### src/sv/mcuce_pkg.sv
// Shared types, codes and constants of the UART command engine.
// Used by every module of the engine; depends on nothing.
`timescale 1ns / 1ps

package mcuce_pkg;

    localparam int QUEUE_DEPTH_DEF = 2;
    localparam int MAX_WORDS       = 16;

    localparam logic [1:0] CODE_READ      = 2'd1;
    localparam logic [1:0] CODE_WRITE     = 2'd2;
    localparam logic [1:0] CODE_BROADCAST = 2'd0;

    localparam logic [2:0] FUNC_WRITE = 3'd0;
    localparam logic [2:0] FUNC_READ  = 3'd1;
    localparam logic [2:0] FUNC_BCAST = 3'd2;
    localparam logic [2:0] FUNC_RX    = 3'd3;
    localparam logic [2:0] FUNC_TICK  = 3'd4;

    localparam logic [1:0] KIND_TX     = 2'd0;
    localparam logic [1:0] KIND_WORD   = 2'd1;
    localparam logic [1:0] KIND_STATUS = 2'd2;

    localparam logic [1:0] ST_OK      = 2'd0;
    localparam logic [1:0] ST_BAD_SUM = 2'd1;
    localparam logic [1:0] ST_TIMEOUT = 2'd2;
    localparam logic [1:0] ST_BUSY    = 2'd3;

    localparam logic [1:0] OP_WRITE = 2'd0;
    localparam logic [1:0] OP_READ  = 2'd1;
    localparam logic [1:0] OP_BCAST = 2'd2;

    localparam logic CFG_SLAVE_ADDR = 1'b0;
    localparam logic CFG_BYTE_TIME  = 1'b1;

    localparam logic [7:0]  FRAME_START  = 8'h7d;
    localparam logic [7:0]  SUM_BIAS     = 8'h33;
    localparam logic [6:0]  ADDR_MASK    = 7'h7f;
    localparam logic [14:0] TMO_ROUND    = 15'd10;
    localparam logic [15:0] DIV10_MUL    = 16'd52429;
    localparam int          DIV10_SHIFT  = 19;
    localparam logic [6:0]  MUL_WRITE    = 7'd9;
    localparam logic [6:0]  MUL_BCAST    = 7'd8;

    typedef enum logic [1:0] {
        PH_IDLE  = 2'd0,
        PH_RX    = 2'd1,
        PH_BCAST = 2'd2
    } t_phase;

    typedef enum logic [1:0] {
        ACT_FRAME4 = 2'd0,
        ACT_FRAME8 = 2'd1,
        ACT_WORD   = 2'd2,
        ACT_STATUS = 2'd3
    } t_act;

    typedef struct packed {
        t_act        act;
        logic [7:0]  cmd;
        logic [6:0]  addr;
        logic [31:0] data;
        logic [7:0]  sum;
        logic [1:0]  status;
    } t_desc;

    function automatic logic [7:0] fin_sum(input logic [7:0] s);
        fin_sum = (~s) + SUM_BIAS;
    endfunction

endpackage

### src/sv/mcuce_fifo.sv
// Small descriptor queue between the front and the back of the engine.
// Depends on mcuce_pkg for the descriptor type.
`timescale 1ns / 1ps

module mcuce_fifo #(
    parameter int DEPTH = mcuce_pkg::QUEUE_DEPTH_DEF
) (
    input  logic              i_clk,
    input  logic              i_rst_n,
    input  logic              i_push,
    input  mcuce_pkg::t_desc  i_data,
    output logic              o_full,
    input  logic              i_pop,
    output mcuce_pkg::t_desc  o_data,
    output logic              o_empty
);

    localparam int PTR_W = (DEPTH > 1) ? $clog2(DEPTH) : 1;
    localparam int CNT_W = $clog2(DEPTH + 1);
    localparam logic [PTR_W-1:0] PTR_LAST = PTR_W'(DEPTH - 1);
    localparam logic [CNT_W-1:0] CNT_FULL = CNT_W'(DEPTH);

    mcuce_pkg::t_desc r_mem [DEPTH];
    logic [PTR_W-1:0] r_wr_ptr;
    logic [PTR_W-1:0] r_rd_ptr;
    logic [CNT_W-1:0] r_count;
    logic [PTR_W-1:0] n_wr_ptr;
    logic [PTR_W-1:0] n_rd_ptr;
    logic [CNT_W-1:0] n_count;

    assign o_full  = (r_count == CNT_FULL);
    assign o_empty = (r_count == '0);
    assign o_data  = r_mem[r_rd_ptr];

    always_comb begin
        n_wr_ptr = r_wr_ptr;
        n_rd_ptr = r_rd_ptr;
        n_count  = r_count;
        if (i_push) begin
            n_wr_ptr = (r_wr_ptr == PTR_LAST) ? '0 : r_wr_ptr + 1'b1;
        end
        if (i_pop) begin
            n_rd_ptr = (r_rd_ptr == PTR_LAST) ? '0 : r_rd_ptr + 1'b1;
        end
        if (i_push && !i_pop) begin
            n_count = r_count + 1'b1;
        end else if (i_pop && !i_push) begin
            n_count = r_count - 1'b1;
        end
    end

    always_ff @(posedge i_clk) begin
        if (!i_rst_n) begin
            r_wr_ptr <= '0;
            r_rd_ptr <= '0;
            r_count  <= '0;
        end else begin
            r_wr_ptr <= n_wr_ptr;
            r_rd_ptr <= n_rd_ptr;
            r_count  <= n_count;
        end
    end

    always_ff @(posedge i_clk) begin
        if (i_push) begin
            r_mem[r_wr_ptr] <= i_data;
        end
    end

endmodule

### src/sv/mcuce_front.sv
// Front of the engine: accepts items, keeps the protocol state and the timeout,
// and queues one result descriptor per item that has results. Uses mcuce_pkg.
`timescale 1ns / 1ps

module mcuce_front (
    input  logic              i_clk,
    input  logic              i_rst_n,
    input  logic              i_cfg_wr_en,
    input  logic              i_cfg_index,
    input  logic [7:0]        i_cfg_wdata,
    input  logic              i_in_valid,
    output logic              o_in_ready,
    input  logic [2:0]        i_func,
    input  logic [6:0]        i_reg_addr,
    input  logic [31:0]       i_write_data,
    input  logic [4:0]        i_word_count,
    input  logic [7:0]        i_rx_byte,
    output logic              o_push,
    output mcuce_pkg::t_desc  o_desc,
    input  logic              i_full
);

    logic [1:0]          r_slave_addr, n_slave_addr;
    logic [7:0]          r_byte_time, n_byte_time;
    mcuce_pkg::t_phase   r_phase, n_phase;
    logic [1:0]          r_pending_op, n_pending_op;
    logic [7:0]          r_expect_sum, n_expect_sum;
    logic [6:0]          r_rx_count, n_rx_count;
    logic [6:0]          r_rx_total, n_rx_total;
    logic [23:0]         r_word_shift, n_word_shift;
    logic [15:0]         r_timeout_left, n_timeout_left;
    logic                r_tmo_pend, n_tmo_pend;
    logic [14:0]         r_tmo_num, n_tmo_num;
    logic                r_tmo_plus, n_tmo_plus;

    logic                accept;
    logic [4:0]          words;
    logic [3:0]          words_m1;
    logic [6:0]          mul_k;
    logic [14:0]         tmo_num;
    logic [30:0]         div_prod;
    logic [11:0]         div_q;
    logic [7:0]          cmd_rd;
    logic [7:0]          cmd_wr;
    logic [6:0]          addr;
    logic [7:0]          sum_wr;
    logic [7:0]          chk_wr;
    logic [7:0]          sum_rd;

    assign o_in_ready = !i_full && !r_tmo_pend;
    assign accept     = i_in_valid && o_in_ready;

    assign div_prod = 31'(r_tmo_num) * 31'(mcuce_pkg::DIV10_MUL);
    assign div_q    = 12'(div_prod >> mcuce_pkg::DIV10_SHIFT);

    always_comb begin
        if (i_word_count == 5'd0) begin
            words = 5'd1;
        end else if (i_word_count > 5'(mcuce_pkg::MAX_WORDS)) begin
            words = 5'(mcuce_pkg::MAX_WORDS);
        end else begin
            words = i_word_count;
        end
        words_m1 = 4'(words - 5'd1);
        addr     = i_reg_addr & mcuce_pkg::ADDR_MASK;
        cmd_rd   = {words_m1, r_slave_addr, mcuce_pkg::CODE_READ};
        cmd_wr   = {4'd0, r_slave_addr,
                    (i_func == mcuce_pkg::FUNC_WRITE) ? mcuce_pkg::CODE_WRITE
                                                      : mcuce_pkg::CODE_BROADCAST};
        sum_rd   = cmd_rd + {1'b0, addr};
        sum_wr   = cmd_wr + {1'b0, addr} + i_write_data[7:0] + i_write_data[15:8]
                   + i_write_data[23:16] + i_write_data[31:24];
        chk_wr   = mcuce_pkg::fin_sum(sum_wr);
        case (i_func)
            mcuce_pkg::FUNC_READ: begin
                mul_k = {words, 2'b00} + 7'd5;
            end
            mcuce_pkg::FUNC_WRITE: begin
                mul_k = mcuce_pkg::MUL_WRITE;
            end
            default: begin
                mul_k = mcuce_pkg::MUL_BCAST;
            end
        endcase
        tmo_num = 15'(r_byte_time) * 15'(mul_k) + mcuce_pkg::TMO_ROUND;
    end

    always_comb begin
        n_slave_addr   = r_slave_addr;
        n_byte_time    = r_byte_time;
        n_phase        = r_phase;
        n_pending_op   = r_pending_op;
        n_expect_sum   = r_expect_sum;
        n_rx_count     = r_rx_count;
        n_rx_total     = r_rx_total;
        n_word_shift   = r_word_shift;
        n_timeout_left = r_timeout_left;
        n_tmo_pend     = 1'b0;
        n_tmo_num      = r_tmo_num;
        n_tmo_plus     = r_tmo_plus;
        o_push         = 1'b0;
        o_desc         = '0;
        o_desc.cmd     = cmd_wr;
        o_desc.addr    = addr;
        o_desc.data    = i_write_data;
        o_desc.sum     = chk_wr;

        if (i_cfg_wr_en) begin
            case (i_cfg_index)
                mcuce_pkg::CFG_SLAVE_ADDR: n_slave_addr = i_cfg_wdata[1:0];
                mcuce_pkg::CFG_BYTE_TIME:  n_byte_time  = i_cfg_wdata;
                default: ;
            endcase
        end

        if (r_tmo_pend) begin
            n_timeout_left = 16'(div_q) + 16'(r_tmo_plus);
        end

        if (accept) begin
            case (i_func)
                mcuce_pkg::FUNC_WRITE, mcuce_pkg::FUNC_READ, mcuce_pkg::FUNC_BCAST: begin
                    o_push = 1'b1;
                    if (r_phase != mcuce_pkg::PH_IDLE) begin
                        o_desc.act    = mcuce_pkg::ACT_STATUS;
                        o_desc.status = mcuce_pkg::ST_BUSY;
                    end else begin
                        n_rx_count   = '0;
                        n_word_shift = '0;
                        n_tmo_pend   = 1'b1;
                        n_tmo_num    = tmo_num;
                        if (i_func == mcuce_pkg::FUNC_READ) begin
                            o_desc.act   = mcuce_pkg::ACT_FRAME4;
                            o_desc.cmd   = cmd_rd;
                            o_desc.sum   = mcuce_pkg::fin_sum(sum_rd);
                            n_phase      = mcuce_pkg::PH_RX;
                            n_pending_op = mcuce_pkg::OP_READ;
                            n_expect_sum = sum_rd;
                            n_rx_total   = {words, 2'b00} + 7'd1;
                            n_tmo_plus   = 1'b1;
                        end else if (i_func == mcuce_pkg::FUNC_WRITE) begin
                            o_desc.act   = mcuce_pkg::ACT_FRAME8;
                            n_phase      = mcuce_pkg::PH_RX;
                            n_pending_op = mcuce_pkg::OP_WRITE;
                            n_expect_sum = chk_wr;
                            n_rx_total   = 7'd1;
                            n_tmo_plus   = 1'b1;
                        end else begin
                            o_desc.act   = mcuce_pkg::ACT_FRAME8;
                            n_phase      = mcuce_pkg::PH_BCAST;
                            n_pending_op = mcuce_pkg::OP_BCAST;
                            n_rx_total   = '0;
                            n_tmo_plus   = 1'b0;
                        end
                    end
                end
                mcuce_pkg::FUNC_RX: begin
                    if (r_phase == mcuce_pkg::PH_RX) begin
                        if (r_pending_op == mcuce_pkg::OP_WRITE) begin
                            n_phase       = mcuce_pkg::PH_IDLE;
                            n_rx_count    = 7'd1;
                            o_push        = 1'b1;
                            o_desc.act    = mcuce_pkg::ACT_STATUS;
                            o_desc.status = (i_rx_byte == r_expect_sum) ?
                                            mcuce_pkg::ST_OK : mcuce_pkg::ST_BAD_SUM;
                        end else if (r_rx_count + 7'd1 < r_rx_total) begin
                            n_expect_sum = r_expect_sum + i_rx_byte;
                            n_rx_count   = r_rx_count + 7'd1;
                            case (r_rx_count[1:0])
                                2'd0: n_word_shift = r_word_shift | {16'd0, i_rx_byte};
                                2'd1: n_word_shift = r_word_shift | {8'd0, i_rx_byte, 8'd0};
                                2'd2: n_word_shift = r_word_shift | {i_rx_byte, 16'd0};
                                default: begin
                                    n_word_shift = '0;
                                    o_push       = 1'b1;
                                    o_desc.act   = mcuce_pkg::ACT_WORD;
                                    o_desc.data  = {i_rx_byte, r_word_shift};
                                end
                            endcase
                        end else begin
                            n_phase       = mcuce_pkg::PH_IDLE;
                            n_rx_count    = r_rx_count + 7'd1;
                            o_push        = 1'b1;
                            o_desc.act    = mcuce_pkg::ACT_STATUS;
                            o_desc.status = (i_rx_byte == mcuce_pkg::fin_sum(r_expect_sum)) ?
                                            mcuce_pkg::ST_OK : mcuce_pkg::ST_BAD_SUM;
                        end
                    end
                end
                mcuce_pkg::FUNC_TICK: begin
                    if (r_timeout_left != '0) begin
                        n_timeout_left = r_timeout_left - 16'd1;
                        if (r_timeout_left == 16'd1) begin
                            if (r_phase == mcuce_pkg::PH_RX) begin
                                n_phase       = mcuce_pkg::PH_IDLE;
                                o_push        = 1'b1;
                                o_desc.act    = mcuce_pkg::ACT_STATUS;
                                o_desc.status = mcuce_pkg::ST_TIMEOUT;
                            end else if (r_phase == mcuce_pkg::PH_BCAST) begin
                                n_phase       = mcuce_pkg::PH_IDLE;
                                o_push        = 1'b1;
                                o_desc.act    = mcuce_pkg::ACT_STATUS;
                                o_desc.status = mcuce_pkg::ST_OK;
                            end
                        end
                    end
                end
                default: ;
            endcase
        end
    end

    always_ff @(posedge i_clk) begin
        if (!i_rst_n) begin
            r_slave_addr   <= '0;
            r_byte_time    <= 8'd1;
            r_phase        <= mcuce_pkg::PH_IDLE;
            r_pending_op   <= mcuce_pkg::OP_WRITE;
            r_expect_sum   <= '0;
            r_rx_count     <= '0;
            r_rx_total     <= '0;
            r_word_shift   <= '0;
            r_timeout_left <= '0;
            r_tmo_pend     <= 1'b0;
        end else begin
            r_slave_addr   <= n_slave_addr;
            r_byte_time    <= n_byte_time;
            r_phase        <= n_phase;
            r_pending_op   <= n_pending_op;
            r_expect_sum   <= n_expect_sum;
            r_rx_count     <= n_rx_count;
            r_rx_total     <= n_rx_total;
            r_word_shift   <= n_word_shift;
            r_timeout_left <= n_timeout_left;
            r_tmo_pend     <= n_tmo_pend;
        end
    end

    always_ff @(posedge i_clk) begin
        r_tmo_num  <= n_tmo_num;
        r_tmo_plus <= n_tmo_plus;
    end

endmodule

### src/sv/mcuce_back.sv
// Back of the engine: expands queued descriptors into result beats and
// holds each beat in the output register. Uses mcuce_pkg.
`timescale 1ns / 1ps

module mcuce_back (
    input  logic              i_clk,
    input  logic              i_rst_n,
    input  mcuce_pkg::t_desc  i_desc,
    input  logic              i_desc_valid,
    output logic              o_pop,
    output logic              o_out_valid,
    input  logic              i_out_ready,
    output logic [1:0]        o_kind,
    output logic [7:0]        o_tx_byte,
    output logic [31:0]       o_read_word,
    output logic [1:0]        o_status,
    output logic              o_last
);

    mcuce_pkg::t_desc r_cur;
    logic             r_busy, n_busy;
    logic [2:0]       r_idx, n_idx;
    logic             r_ovalid, n_ovalid;
    logic [1:0]       r_kind;
    logic [7:0]       r_tx_byte;
    logic [31:0]      r_read_word;
    logic [1:0]       r_status;
    logic             r_last;

    logic             slot_free;
    logic             emit;
    logic             beat_last;
    logic [2:0]       last_idx;
    logic [1:0]       b_kind;
    logic [7:0]       b_tx;
    logic [31:0]      b_word;
    logic [1:0]       b_status;

    assign slot_free = !r_ovalid || i_out_ready;
    assign emit      = r_busy && slot_free;
    assign beat_last = (r_idx == last_idx);
    assign o_pop     = i_desc_valid && (!r_busy || (emit && beat_last));

    always_comb begin
        last_idx = 3'd0;
        b_kind   = mcuce_pkg::KIND_TX;
        b_tx     = '0;
        b_word   = '0;
        b_status = mcuce_pkg::ST_OK;
        case (r_cur.act)
            mcuce_pkg::ACT_FRAME4, mcuce_pkg::ACT_FRAME8: begin
                last_idx = (r_cur.act == mcuce_pkg::ACT_FRAME4) ? 3'd3 : 3'd7;
                case (r_idx)
                    3'd0: b_tx = mcuce_pkg::FRAME_START;
                    3'd1: b_tx = r_cur.cmd;
                    3'd2: b_tx = {1'b0, r_cur.addr};
                    3'd3: b_tx = (r_cur.act == mcuce_pkg::ACT_FRAME4) ?
                                 r_cur.sum : r_cur.data[7:0];
                    3'd4: b_tx = r_cur.data[15:8];
                    3'd5: b_tx = r_cur.data[23:16];
                    3'd6: b_tx = r_cur.data[31:24];
                    default: b_tx = r_cur.sum;
                endcase
            end
            mcuce_pkg::ACT_WORD: begin
                b_kind = mcuce_pkg::KIND_WORD;
                b_word = r_cur.data;
            end
            default: begin
                b_kind   = mcuce_pkg::KIND_STATUS;
                b_status = r_cur.status;
            end
        endcase

        n_busy = r_busy;
        n_idx  = r_idx;
        if (o_pop) begin
            n_busy = 1'b1;
            n_idx  = '0;
        end else if (emit) begin
            n_busy = !beat_last;
            n_idx  = r_idx + 3'd1;
        end

        if (emit) begin
            n_ovalid = 1'b1;
        end else if (i_out_ready) begin
            n_ovalid = 1'b0;
        end else begin
            n_ovalid = r_ovalid;
        end
    end

    always_ff @(posedge i_clk) begin
        if (!i_rst_n) begin
            r_busy   <= 1'b0;
            r_idx    <= '0;
            r_ovalid <= 1'b0;
        end else begin
            r_busy   <= n_busy;
            r_idx    <= n_idx;
            r_ovalid <= n_ovalid;
        end
    end

    always_ff @(posedge i_clk) begin
        if (o_pop) begin
            r_cur <= i_desc;
        end
        if (emit) begin
            r_kind      <= b_kind;
            r_tx_byte   <= b_tx;
            r_read_word <= b_word;
            r_status    <= b_status;
            r_last      <= beat_last;
        end
    end

    assign o_out_valid = r_ovalid;
    assign o_kind      = r_kind;
    assign o_tx_byte   = r_tx_byte;
    assign o_read_word = r_read_word;
    assign o_status    = r_status;
    assign o_last      = r_last;

endmodule

### src/sv/meter_chip_uart_command_engine_unit.sv
// Results pass the descriptor queue, then the back end's descriptor and output registers.
// Throughput: one beat per cycle out unless i_out_ready stalls it; a request frame is 4 or 8 bytes.
// The front takes one item per cycle, except the cycle after an idle-state request (timeout divide),
// and stalls only when the descriptor queue is full.
// Reset (synchronous, active low) returns to idle with an empty queue; no clearing pass.
`timescale 1ns / 1ps

module meter_chip_uart_command_engine_unit #(
    parameter int QUEUE_DEPTH = mcuce_pkg::QUEUE_DEPTH_DEF
) (
    input  logic        i_clk,
    input  logic        i_rst_n,
    input  logic        i_cfg_wr_en,
    input  logic        i_cfg_index,
    input  logic [7:0]  i_cfg_wdata,
    input  logic        i_in_valid,
    output logic        o_in_ready,
    input  logic [2:0]  i_func,
    input  logic [6:0]  i_reg_addr,
    input  logic [31:0] i_write_data,
    input  logic [4:0]  i_word_count,
    input  logic [7:0]  i_rx_byte,
    output logic        o_out_valid,
    input  logic        i_out_ready,
    output logic [1:0]  o_kind,
    output logic [7:0]  o_tx_byte,
    output logic [31:0] o_read_word,
    output logic [1:0]  o_status,
    output logic        o_last
);

    logic             push;
    logic             pop;
    logic             full;
    logic             empty;
    mcuce_pkg::t_desc push_desc;
    mcuce_pkg::t_desc head_desc;

    mcuce_front u_front (
        .i_clk        (i_clk),
        .i_rst_n      (i_rst_n),
        .i_cfg_wr_en  (i_cfg_wr_en),
        .i_cfg_index  (i_cfg_index),
        .i_cfg_wdata  (i_cfg_wdata),
        .i_in_valid   (i_in_valid),
        .o_in_ready   (o_in_ready),
        .i_func       (i_func),
        .i_reg_addr   (i_reg_addr),
        .i_write_data (i_write_data),
        .i_word_count (i_word_count),
        .i_rx_byte    (i_rx_byte),
        .o_push       (push),
        .o_desc       (push_desc),
        .i_full       (full)
    );

    mcuce_fifo #(
        .DEPTH (QUEUE_DEPTH)
    ) u_fifo (
        .i_clk   (i_clk),
        .i_rst_n (i_rst_n),
        .i_push  (push),
        .i_data  (push_desc),
        .o_full  (full),
        .i_pop   (pop),
        .o_data  (head_desc),
        .o_empty (empty)
    );

    mcuce_back u_back (
        .i_clk        (i_clk),
        .i_rst_n      (i_rst_n),
        .i_desc       (head_desc),
        .i_desc_valid (!empty),
        .o_pop        (pop),
        .o_out_valid  (o_out_valid),
        .i_out_ready  (i_out_ready),
        .o_kind       (o_kind),
        .o_tx_byte    (o_tx_byte),
        .o_read_word  (o_read_word),
        .o_status     (o_status),
        .o_last       (o_last)
    );

endmodule

### config.mk
export PLATFORM = sky130hd
export DESIGN_NAME = meter_chip_uart_command_engine_unit
export DESIGN_NICKNAME = d
export VERILOG_FILES = /design/src/sv/mcuce_pkg.sv /design/src/sv/mcuce_fifo.sv /design/src/sv/mcuce_front.sv /design/src/sv/mcuce_back.sv /design/src/sv/meter_chip_uart_command_engine_unit.sv
export SDC_FILE = /design/constraint.sdc
export NUM_CORES = 1
export LEC_CHECK = 0
export ABC_CLOCK_PERIOD_IN_PS = 10500
export BUFFER_PORTS_ARGS = -buffer_cell sky130_fd_sc_hd__clkbuf_2
export CAP_MARGIN = 20
export CORE_UTILIZATION = 52
export DETAILED_ROUTE_END_ITERATION = 7
export PLACE_DENSITY_LB_ADDON = 0.05
export SLEW_MARGIN = 10
export SYNTH_ARGS = -nofsm -noshare
export SYNTH_HDL_FRONTEND = slang
export SYNTH_SLANG_ARGS = --single-unit
### constraint.sdc
create_clock -name i_clk -period 10.5 [get_ports i_clk]
set_clock_uncertainty 0.2 [all_clocks]
set_input_delay 2.1 -clock i_clk [delete_from_list [all_inputs] [get_ports i_clk]]
set_output_delay 2.1 -clock i_clk [all_outputs]
set_load 0.01 [all_outputs]
==> results of run 1 <==
final timing paths:
check                           slack, ns                         end                  start  cells past startpoint
worst max register to register       3.61  u_front.r_timeout_left[12]  u_front.r_tmo_num[13]                     21
worst min register to register       0.26       u_front.r_rx_total[6]  u_front.r_rx_total[6]                      2
worst max-delay path                 2.54       u_front.r_tmo_num[14]              i_func[2]                     20
worst min-delay path                 0.26       u_front.r_rx_total[6]  u_front.r_rx_total[6]                      2
cells by family after synthesis:
group | after synthesis
and+or+nand+nor | 465
muxes | 107
xor gates and xnor gates | 95
buffers and inverters | 237
AOI/OAI and AO/OA | 314
adders and majority gates | 308
DFF | 323
through the flow:
| stage | instances | setup slack (ns) | hold slack [ns] | utilization, % | instance area, um^2 |
|---|---|---|---|---|---|
| global placement | 2433 | 2.09 | 0.242 | 56.0 | 21800 |
| floorplan | 1849 | 3.21 | 0.231 | - | 20800 |
| CTS | 2499 | 2.48 | 0.260 | 58.9 | 23000 |
| detailed placement | 2433 | 1.89 | 0.248 | 56.0 | 21800 |
| finish | 2500 | 2.54 | 0.258 | 58.9 | 23000 |
| global route | 2500 | 1.99 | 0.275 | 58.9 | 23000 |
power by group through the flow:
stage          clock [mW]  sequential, mW  combinational (mW)
6_report             1.24            1.89                3.55
5_1_grt              1.31            1.92                3.99
4_1_cts              1.26            1.89                3.56
3_5_place_dp            0            1.92                3.52
3_3_place_gp            0            1.91                3.48
2_1_floorplan           0            1.87                2.66
cell type report:
type | instances | area [um^2]
Timing Repair Buffer | 126 | 656
Fill cell | 3307 | 16000
Sequential cell | 323 | 8850
Multi-Input combinational cell | 1289 | 11000
Clock inverter | 21 | 210
Clock buffer | 45 | 935
Tap cell | 518 | 648
Inverter | 178 | 668
metal layers:
layer  track usage (%)  vias to the layer above  share of wire (%)
met2              35.5                      370                 42
met3              4.21                       80                5.5
met1              37.5                     6747                 50
met5                 0                        -                  0
li1                  -                     6753                  -
met4              7.79                        0                2.8
layout by cell type (no fill, tap or decap), types with 10 or more instances in the layout:
cell	Yosys	layout
a21o_1	20	20
a21oi_1	120	120
a22oi_1	11	11
a31oi_1	18	18
and2_1	74	72
buf_4	1	10
clkbuf_16	0	36
clkbuf_2	0	116
dfxtp_1	85	84
edfxtp_1	238	238
fa_1	104	104
ha_1	204	204
inv_1	177	176
mux2_2	99	99
nand2_1	107	107
nand2b_1	12	12
nand3_1	39	39
nor2_1	131	131
nor2b_1	18	17
nor3_1	28	27
o211ai_1	12	12
o21ai_0	42	42
o21bai_1	12	12
xnor2_1	68	68
xor2_1	27	27
flip-flops by register name, summed over array words and instances (netlist names), 7 cells and up:
register                flops
u_back.o_read_word         32
u_back.o_tx_byte            8
u_back.r_cur               59
u_fifo.r_mem              118
u_front.r_byte_time         8
u_front.r_expect_sum        8
u_front.r_rx_count          7
u_front.r_timeout_left     16
u_front.r_tmo_num          15
u_front.r_word_shift       24
worst max-delay path, cell delays in order:
cell,delay [ns]
clkbuf_2,0.23
nor2_1,0.54
nand2_1,0.50
nor3_1,0.83
and2_1,0.26
fa_1,0.42
inv_1,0.09
fa_1,0.41
fa_1,0.54
inv_1,0.06
fa_1,0.47
ha_1,0.35
inv_1,0.07
o21bai_1,0.07
a21oi_1,0.22
o21bai_1,0.08
a21oi_1,0.20
o21ai_0,0.15
o41ai_1,0.34
xnor2_1,0.11
==> out/metrics.cfg, run 1 <==
[route]
drt_iter0_markers=1064
wl_um=48900
wl_per_cell_um=19.6
drt_pass1_iterations=5
antenna_left=0
vias=14000
vias_per_cell=5.58
drc=0

[synthesis]
syn_nets=2226
ys_ff_latch=323
synthAdderAreaFrac_pct=22.3
synth.area.top_cells=edfxtp_1 34%, ha_1 12%, fa_1 10%
synthArstFlopShare_pct=0
synth_edf_count=238
synth_xor_area_share_pct=4.01
synthMuxAreaShare_pct=5.76
yosysTopAreaCell=edfxtp_1
avgSynthCellArea_um2=11.2
synth_cell_types=75
syn_area_mm2=0.0208
synthCells=1849
yosys-top-cells-count=238 x edfxtp_1, 204 x ha_1, 177 x inv_1
synth-simple-area-share_pct=11.0
synth_top_area_share_pct=34.4
synthFlopType=edfxtp_1
yosysSeqAreaShare_pct=42.6
synth_top_family_by_area=adder cells
synth_most_common_cell=edfxtp_1
synth_compound_area_share_pct=9.86
yosys_warnings=0

[placement]
dp_hpwl_um=37800
io_buffers=115
place.gp.congestion=0.893

[layout]
drive_gt1_share_pct=15.2
area_growth_syn_to_layout_pct=10.7
fin_nets=2331
diodes=0

[clock_tree]
cts-root-buf=clkbuf_16
cts_tree=built
cts_inserted_buffers=36
post_cts_buffers=0
htreeDepth=2
postCtsHoldBufs=0
clock-sinks=323
path_clk_slew_ns=0.06
cts_max_path_buffers=3
clock_latency_ns=0.56
cts_resized=0

[power]
power_leakage_nw=9.56
pwr-share-clk_pct=18.5
comb_power_share_pct=53.2
p_int_mw=3.84
p_seq_share_pct=28.3
irDropWorstVdd_uv=203
power_mw=6.68
p_sw_share_pct=42.5
power_density_mw_per_mm2=291
p_sw_mw=2.84

[run]
maxCapViolCount=0

[sta]
tns_ns=0
rsz0062_at_grt=false
worst-slew-pin-transition_ns=1.13
fmax_mhz=126
finalCritPeriodShare_pct=75.8
fin_crit_ns=7.96
slew_viol_final=0
slew_headroom_pct=24.7
setup_viol=0
finalHoldViolations=0

[min_path]
min_path_type=register to register

[floorplan]
die_x_um=202
coreArea_mm2=0.0390
rows=72
ios=116
die-area_mm2=0.0407
dieHeight_um=202
initial_core_util_pct=53.2

[critical_path]
start_kind=input port
critPathArrivalTime_ns=8.04
cp-end-kind=register
worstSetupPathType=input port to register
required_ns=10.58
path_max_fanout=20

[global_route]
grt_usage_pct=24.6
grt_start_max_net_pins=60
grt_pass1_wl_um=77300
antenna_found_initial=0
grt_pass1_vias=13900
grt-ovfl-total=0

[status]
status=finished, final reports clean

(Power assumes the default switching activity.)
==> run 2: changes to the inputs <==
ABC_AREA = 1   (was unset)
ABC_CLOCK_PERIOD_IN_PS = 7000   (was 10500)
clock period = 7 ns   (was 10.5 ns; I/O delays follow)
==> run 2 against run 1 <==
Compared with the run above:
- via count increased by 16%
- clock power increased by 58%
- clock-buffer cell count decreased by 2
- final area increased by 4.2%
- critical endpoint is now u_front.r_timeout_left[10]
- largest cell class unchanged
==> out/metrics.cfg, run 2 <==
[status]
status=finished, final reports clean

[synthesis]
yosys_warnings=0  ; unchanged
yosysTopAreaCell=edfxtp_1
synth_most_common_cell=nand2_1
yosysSeqAreaShare_pct=41.3  ; -1.4 points
avgSynthCellArea_um2=8.85  ; -21%
synthArstFlopShare_pct=0  ; unchanged
synth_top_area_share_pct=33.3  ; -1.1 points
syn_nets=2800  ; +26%
syn_area_mm2=0.0214  ; +3.3%
synth_edf_count=238  ; unchanged
synthFlopType=edfxtp_1
synth_cell_types=49  ; -35%
ys_ff_latch=323  ; unchanged
yosys-top-cells-count=604 x nand2_1, 413 x inv_1, 238 x edfxtp_1
synth.area.top_cells=edfxtp_1 33%, ha_1 12%, nand2_1 11%
synthCells=2423  ; +31%

[critical_path]
path_max_fanout=5  ; -75%
slowest_delay_ns=0.59  ; -0.24 ns
critPathArrivalTime_ns=6.54  ; -1.50 ns
cp-end-kind=register
start_kind=register
worstSetupPathType=register to register
required_ns=7.23  ; -3.35 ns
crit_slowest_cell=fa_1

[layout]
final_cell_mix=604 x nand2_1, 411 x inv_1, 238 x edfxtp_1
drive_gt1_share_pct=8.62  ; -6.6 points
top_register=u_fifo.r_mem
area_growth_syn_to_layout_pct=11.7
final_common_cell=nand2_1
final_cells=3121  ; +25%
fin_nets=2936  ; +26%
largest_register_ffs=118  ; unchanged

[floorplan]
rows=74  ; +2.8%
coreArea_mm2=0.0407  ; +4.4%
die_x_um=205  ; +1.6%
initial_core_util_pct=52.6  ; -0.58 points
dieHeight_um=205  ; +1.6%
die-area_mm2=0.0421  ; +3.3%
ios=116  ; unchanged

[clock_tree]
cts_resized=0  ; unchanged
clock_latency_ns=0.56  ; about the same
htreeDepth=2  ; unchanged
post_cts_buffers=0  ; unchanged
cts_inserted_buffers=37  ; +2.8%
path_clk_slew_ns=0.06  ; about the same
postCtsHoldBufs=0  ; unchanged
cts_max_path_buffers=3  ; unchanged
clock-sinks=323  ; unchanged
cts_tree=built
cts-root-buf=clkbuf_16

[global_route]
use_met2_pct=38.5  ; +3.1 points
busiest_layer=met1
grt_start_max_net_pins=61  ; +1.7%
grt_usage_pct=25.9  ; +1.3 points
grt-ovfl-total=0  ; unchanged
met1_usage_pct=38.9  ; +1.4 points
grt_pass1_vias=15200  ; +9.3%
grt_pass1_wl_um=82800  ; +7.0%
use_met3_pct=4.23  ; +0.023 points
antenna_found_initial=0  ; unchanged

[placement]
io_buffers=115  ; unchanged
place.gp.congestion=0.900  ; +0.77%
dp_cells=3052  ; +25%
dp_hpwl_um=42400  ; +12%

[power]
irDropWorstVdd_uv=296  ; +46%
p_sw_mw=5.37  ; +89%
pwr-share-clk_pct=17.2  ; -1.3 points
power_leakage_nw=11.3  ; +18%
comb_power_share_pct=57.8  ; +4.6 points
p_seq_share_pct=24.9  ; -3.4 points
p_int_mw=5.97  ; +55%
p_sw_share_pct=47.4  ; +4.9 points
power_density_mw_per_mm2=474  ; +63%

[route]
drc=0  ; unchanged
drt_iter0_markers=1256  ; +18%
vias_per_cell=5.17  ; -7.3%
wl_um=53600  ; +9.5%
antenna_left=0  ; unchanged
drt_pass1_iterations=6  ; +1
vias=16100  ; +16%
wl_per_cell_um=17.2  ; -12%

[sta]
fmax_mhz=158
finalHoldViolations=0  ; unchanged
worst-slew-pin-transition_ns=1.00  ; -0.125 ns
fin_crit_ns=6.31
finalCritPeriodShare_pct=90.1
rsz0062_at_grt=false
setup_viol=0  ; unchanged
slew_viol_final=0  ; unchanged
slew_headroom_pct=32.8  ; +8.1 points
tns_ns=0  ; unchanged

[run]
maxCapViolCount=0  ; unchanged

[min_path]
min_path_type=register to register

run 2: cell count changes in the layout (fill, tap and decap cells not counted), moves of 17 or more:
cell     change
a21oi_1     +29
and2_1      -70
inv_1      +235
mux2_2      -95
nand2_1    +497
nand3_1     +44
nor2_1      +66
nor2b_1     -17
o21ai_0     +52
xnor2_1     -43
run 2: power groups by stage:
| stage | sequential (mW) | combinational [mW] | clock (mW) |
|---|---|---|---|
| 6_report | 2.83 | 6.56 | 1.96 |
| 5_1_grt | 2.87 | 7.53 | 2.05 |
| 4_1_cts | 2.83 | 6.55 | 1.99 |
| 3_5_place_dp | 2.87 | 6.49 | 0 |
| 3_3_place_gp | 2.86 | 6.44 | 0 |
| 2_1_floorplan | 2.86 | 4.67 | 0 |
run 2: final timing paths:
| check | end | slack (ns) | startpoint | depth (start not counted) |
|---|---|---|---|---|
| max reg2reg | u_front.r_timeout_left[10] | 0.69 | u_front.r_tmo_num[13] | 29 |
| min | u_front.r_word_shift[3] | 0.25 | u_front.r_word_shift[3] | 2 |
| max | u_front.r_timeout_left[10] | 0.69 | u_front.r_tmo_num[13] | 29 |
| min reg2reg | u_front.r_word_shift[3] | 0.25 | u_front.r_word_shift[3] | 2 |
run 2: metal layers:
metal	vias to the layer above	part of all wire, %
met1	7503	49
met3	79	5.8
li1	8133	-
met5	-	0
met4	0	2.1
met2	424	43
run 2: kinds of logic after synthesis:
family	share of synthesized area, %
compound gates	8.03
xor+xnor	2.57
mux	0.210
simple gates	18.1
buf+inv	8.19
flops	41.3
fa+ha+maj	21.6
run 2: final cells by class:
| type | count | area, um^2 |
|---|---|---|
| Fill cell | 3636 | 16800 |
| Multi-Input combinational cell | 1636 | 10900 |
| Sequential cell | 323 | 8850 |
| Inverter | 424 | 1590 |
| Clock buffer | 43 | 970 |
| Timing Repair Buffer | 137 | 741 |
| Tap cell | 532 | 666 |
| Clock inverter | 25 | 263 |
| Antenna cell | 1 | 2.50 |
run 2: worst max-delay path, delay by kind of cell, from the launching register on:
family	cells	cell delay [ns]
AND/OR/NAND/NOR	10	1.15
buffers and inverters	6	0.32
XOR/XNOR	1	0.15
adder cells (fa/ha/maj)	9	3.50
AO/OA/AOI/OAI	3	0.42
flip-flops	1	0.44
run 2: through the flow:
step | util [%] | hold WS [ns] | setup WS [ns] | cell area, um^2 | power (mW)
after global placement | 55.7 | 0.239 | 0.233 | 22700 | 9.30
after floorplan | - | 0.229 | 0.318 | 21400 | 7.53
final | 58.8 | 0.254 | 0.691 | 23900 | 11.3
after detailed placement | 55.7 | 0.242 | 0.114 | 22700 | 9.36
after global routing | 58.8 | 0.270 | 0.164 | 23900 | 12.5
after CTS | 58.8 | 0.253 | 0.658 | 23900 | 11.4
==> run 3: changes to the inputs <==
SYNTH_HIERARCHICAL = 1   (was unset)
==> run 3 against run 2 <==
Compared with the run above:
- the run now ends with DRC left
- setup slack better by 0.036 ns
- die area is 1.8% higher
- sequential cell count is 1 higher
- routed wire length is 1.6% lower
- sequential share of layout area is 0.18 points lower
- clock power is 3% lower
- register-to-register slack better by 0.09 ns
- global-route usage is 0.84 points lower
- synthesized cell count is 3.9% lower
- hold slack better by 0.012 ns
- area after synthesis is 1.8% higher
- critical path type is now input port to register
- largest power group unchanged
==> out/metrics.cfg, run 3 <==
[status]
status=complete, but fails checks
violations=DRC

[layout]
area_growth_syn_to_layout_pct=10.5
largest_register_ffs=118  ; unchanged
nFillCells=3665  ; +0.80%
final_cell_mix=426 x inv_1, 395 x nand2_1, 238 x edfxtp_1
final_common_cell=inv_1
drive_gt1_share_pct=12.9  ; +4.2 points
top_register=u_fifo/r_mem
diodes=0  ; -1
fin_nets=2829  ; -3.6%
design_area_mm2=0.0241  ; +0.71%

[floorplan]
die_x_um=207  ; +0.89%
ios=116  ; unchanged
rows=74  ; unchanged
coreArea_mm2=0.0411  ; +0.91%
dieHeight_um=207  ; +0.89%
initial_core_util_pct=53.1  ; +0.47 points
die-area_mm2=0.0428  ; +1.8%

[global_route]
grt_start_max_net_pins=60  ; -1.6%
grt_pass1_wl_um=81700  ; -1.3%
antenna_found_initial=0  ; unchanged
grt_usage_pct=25.1  ; -0.84 points
grt_pass1_vias=15100  ; -0.75%
grt-ovfl-total=0  ; unchanged

[clock_tree]
postCtsHoldBufs=0  ; unchanged
clock-sinks=324  ; +0.31%
clock_latency_ns=0.55  ; about the same
htreeDepth=2  ; unchanged
path_clk_slew_ns=0.06  ; about the same
cts_inserted_buffers=38  ; +2.7%
post_cts_buffers=0  ; unchanged
cts_resized=0  ; unchanged
cts-root-buf=clkbuf_16
cts_tree=built
cts_max_path_buffers=3  ; unchanged

[route]
drt_iter0_markers=1256  ; unchanged
vias=15800  ; -2.0%
wl_per_cell_um=17.5  ; +1.9%
drt_pass1_iterations=8  ; +2
wl_um=52700  ; -1.6%
antenna_left=0  ; unchanged
drc=7  ; +7
vias_per_cell=5.25  ; +1.6%

[sta]
rsz0062_at_grt=false
slew_viol_final=0  ; unchanged
finalHoldViolations=0  ; unchanged
finalCritPeriodShare_pct=89.6  ; -0.51 points
setup_viol=0  ; unchanged
fmax_mhz=159  ; +0.57%
fin_crit_ns=6.27  ; -0.0359 ns
tns_ns=0  ; unchanged
worst-slew-pin-transition_ns=0.982  ; -0.0201 ns
slew_headroom_pct=34.5  ; +1.7 points
fin_worst_hold_slack_ns=0.266  ; +0.0117 ns

[power]
comb_power_share_pct=59.8  ; +2.0 points
irDropWorstVdd_uv=371  ; +25%
power_mw=11.7  ; +2.9%
p_seq_share_pct=23.9  ; -1.0 points
p_sw_mw=5.51  ; +2.5%
pwr-share-clk_pct=16.2  ; -1.0 points
power_density_mw_per_mm2=484  ; +2.2%
power_leakage_nw=11.2  ; -0.84%
p_int_mw=6.16  ; +3.2%
p_sw_share_pct=47.2  ; -0.18 points

[synthesis]
syn_area_mm2=0.0218  ; +1.8%
yosysTopAreaCell=edfxtp_1
yosysSeqAreaShare_pct=40.6  ; -0.64 points
avgSynthCellArea_um2=9.38  ; +6.0%
synth-simple-area-share_pct=14.8  ; -3.3 points
synth_top_family_by_area=adder cells
synthMuxAreaShare_pct=4.81  ; +4.6 points
synth_top_area_share_pct=32.7  ; -0.59 points
synthFlopType=edfxtp_1
yosys_warnings=6  ; +6
synth_cell_types=53  ; +8.2%
synth_edf_count=238  ; unchanged
synthAdderAreaFrac_pct=21.1  ; -0.50 points
syn_nets=2703  ; -3.5%
yosys-top-cells-count=429 x inv_1, 395 x nand2_1, 238 x edfxtp_1
synthArstFlopShare_pct=0  ; unchanged
synth_xor_area_share_pct=2.45  ; -0.13 points
synth_most_common_cell=inv_1
ys_ff_latch=324  ; +0.31%
synth.area.top_cells=edfxtp_1 33%, ha_1 12%, fa_1 9.5%
synth_compound_area_share_pct=7.44  ; -0.60 points
synthCells=2328  ; -3.9%

[placement]
dp_hpwl_um=41900  ; -1.3%
placedInstanceArea_mm2=0.0229  ; +0.92%
io_buffers=115  ; unchanged
place.gp.congestion=0.897  ; -0.34%

[critical_path]
path_max_fanout=7  ; +2
worstSetupPathType=input port to register
cp-end-kind=register
required_ns=7.09  ; -0.14 ns
critPathArrivalTime_ns=6.37  ; -0.17 ns
start_kind=input port

[run]
maxCapViolCount=0  ; unchanged

[min_path]
min_path_type=register to register

==> run 3: layout make-up <==
class / instances / area [um^2] / area share, %
multi-input combinational: 1522 / 11100 / 45.9
inverter: 441 / 1660 / 6.88
sequential: 324 / 8870 / 36.8
clock inverter: 17 / 136 / 0.566
timing repair buffer: 127 / 666 / 2.76
clock buffer: 50 / 1060 / 4.39
tap: 532 / 666 / 2.76
==> run 3: logic make-up (layout without fill, tap and decap cells) <==
family,after synthesis,after routing
AND/OR/NAND/NOR,774,774
flip-flops,324,324
adder cells (fa/ha/maj),306,306
buffers and inverters,482,635
multiplexers,90,90
XOR/XNOR,61,61
AO/OA/AOI/OAI,291,291
==> run 3: power groups by stage <==
stage / Sequential (mW) / Combinational [mW] / Clock [mW]
finish: 2.79 / 6.98 / 1.90
global route: 2.83 / 7.97 / 2.00
CTS: 2.80 / 6.96 / 1.93
detailed placement: 2.83 / 6.89 / 0
global placement: 2.82 / 6.84 / 0
floorplan: 2.83 / 5.04 / 0
==> run 3: per-stage QoR <==
stage          setup slack (ns)  utilization, %  cells
2_1_floorplan             0.543               -   2328
4_1_cts                   0.695            58.7   3013
5_1_grt                   0.268            58.7   3013
6_report                  0.726            58.7   3013
3_3_place_gp              0.295            55.7   2946
3_5_place_dp              0.113            55.7   2946
==> run 3: layer usage <==
metal | global-route usage, % | share of wire (%) | up-vias
li1 | - | - | 7847
met1 | 39.5 | 51 | 7467
met2 | 35.8 | 41 | 427
met3 | 2.97 | 5.6 | 82
met4 | 7.33 | 2.3 | 0
met5 | 0 | 0 | -
==> run 3: path summary, 6_finish.rpt <==
check,from,end,slack [ns],depth (start not counted)
hold / removal,u_front/r_rx_count[5],u_front/r_rx_count[5],0.27,2
setup / recovery,i_func[2],u_front/r_tmo_num[13],0.73,23
setup reg to reg,u_front/r_tmo_num[0],u_front/r_timeout_left[10],0.78,23
hold reg to reg,u_front/r_rx_count[5],u_front/r_rx_count[5],0.27,2
==> run 3: worst max-delay path, stage by stage <==
cell and delay, ns:
clkbuf_2 0.14, nor2_1 0.19, inv_2 0.09, nor2_1 0.40, inv_1 0.17, nor3_1 0.16, buf_4 0.17, nand2_1 0.06
fa_1 0.47, fa_1 0.53, fa_1 0.52, fa_1 0.54, inv_1 0.04, ha_1 0.35, a21oi_1 0.16, nand2_1 0.09
a21o_1 0.17, a21oi_1 0.18, o21ai_0 0.16, a21oi_1 0.15, nor2_1 0.05, nor2_1 0.11, xnor2_1 0.07
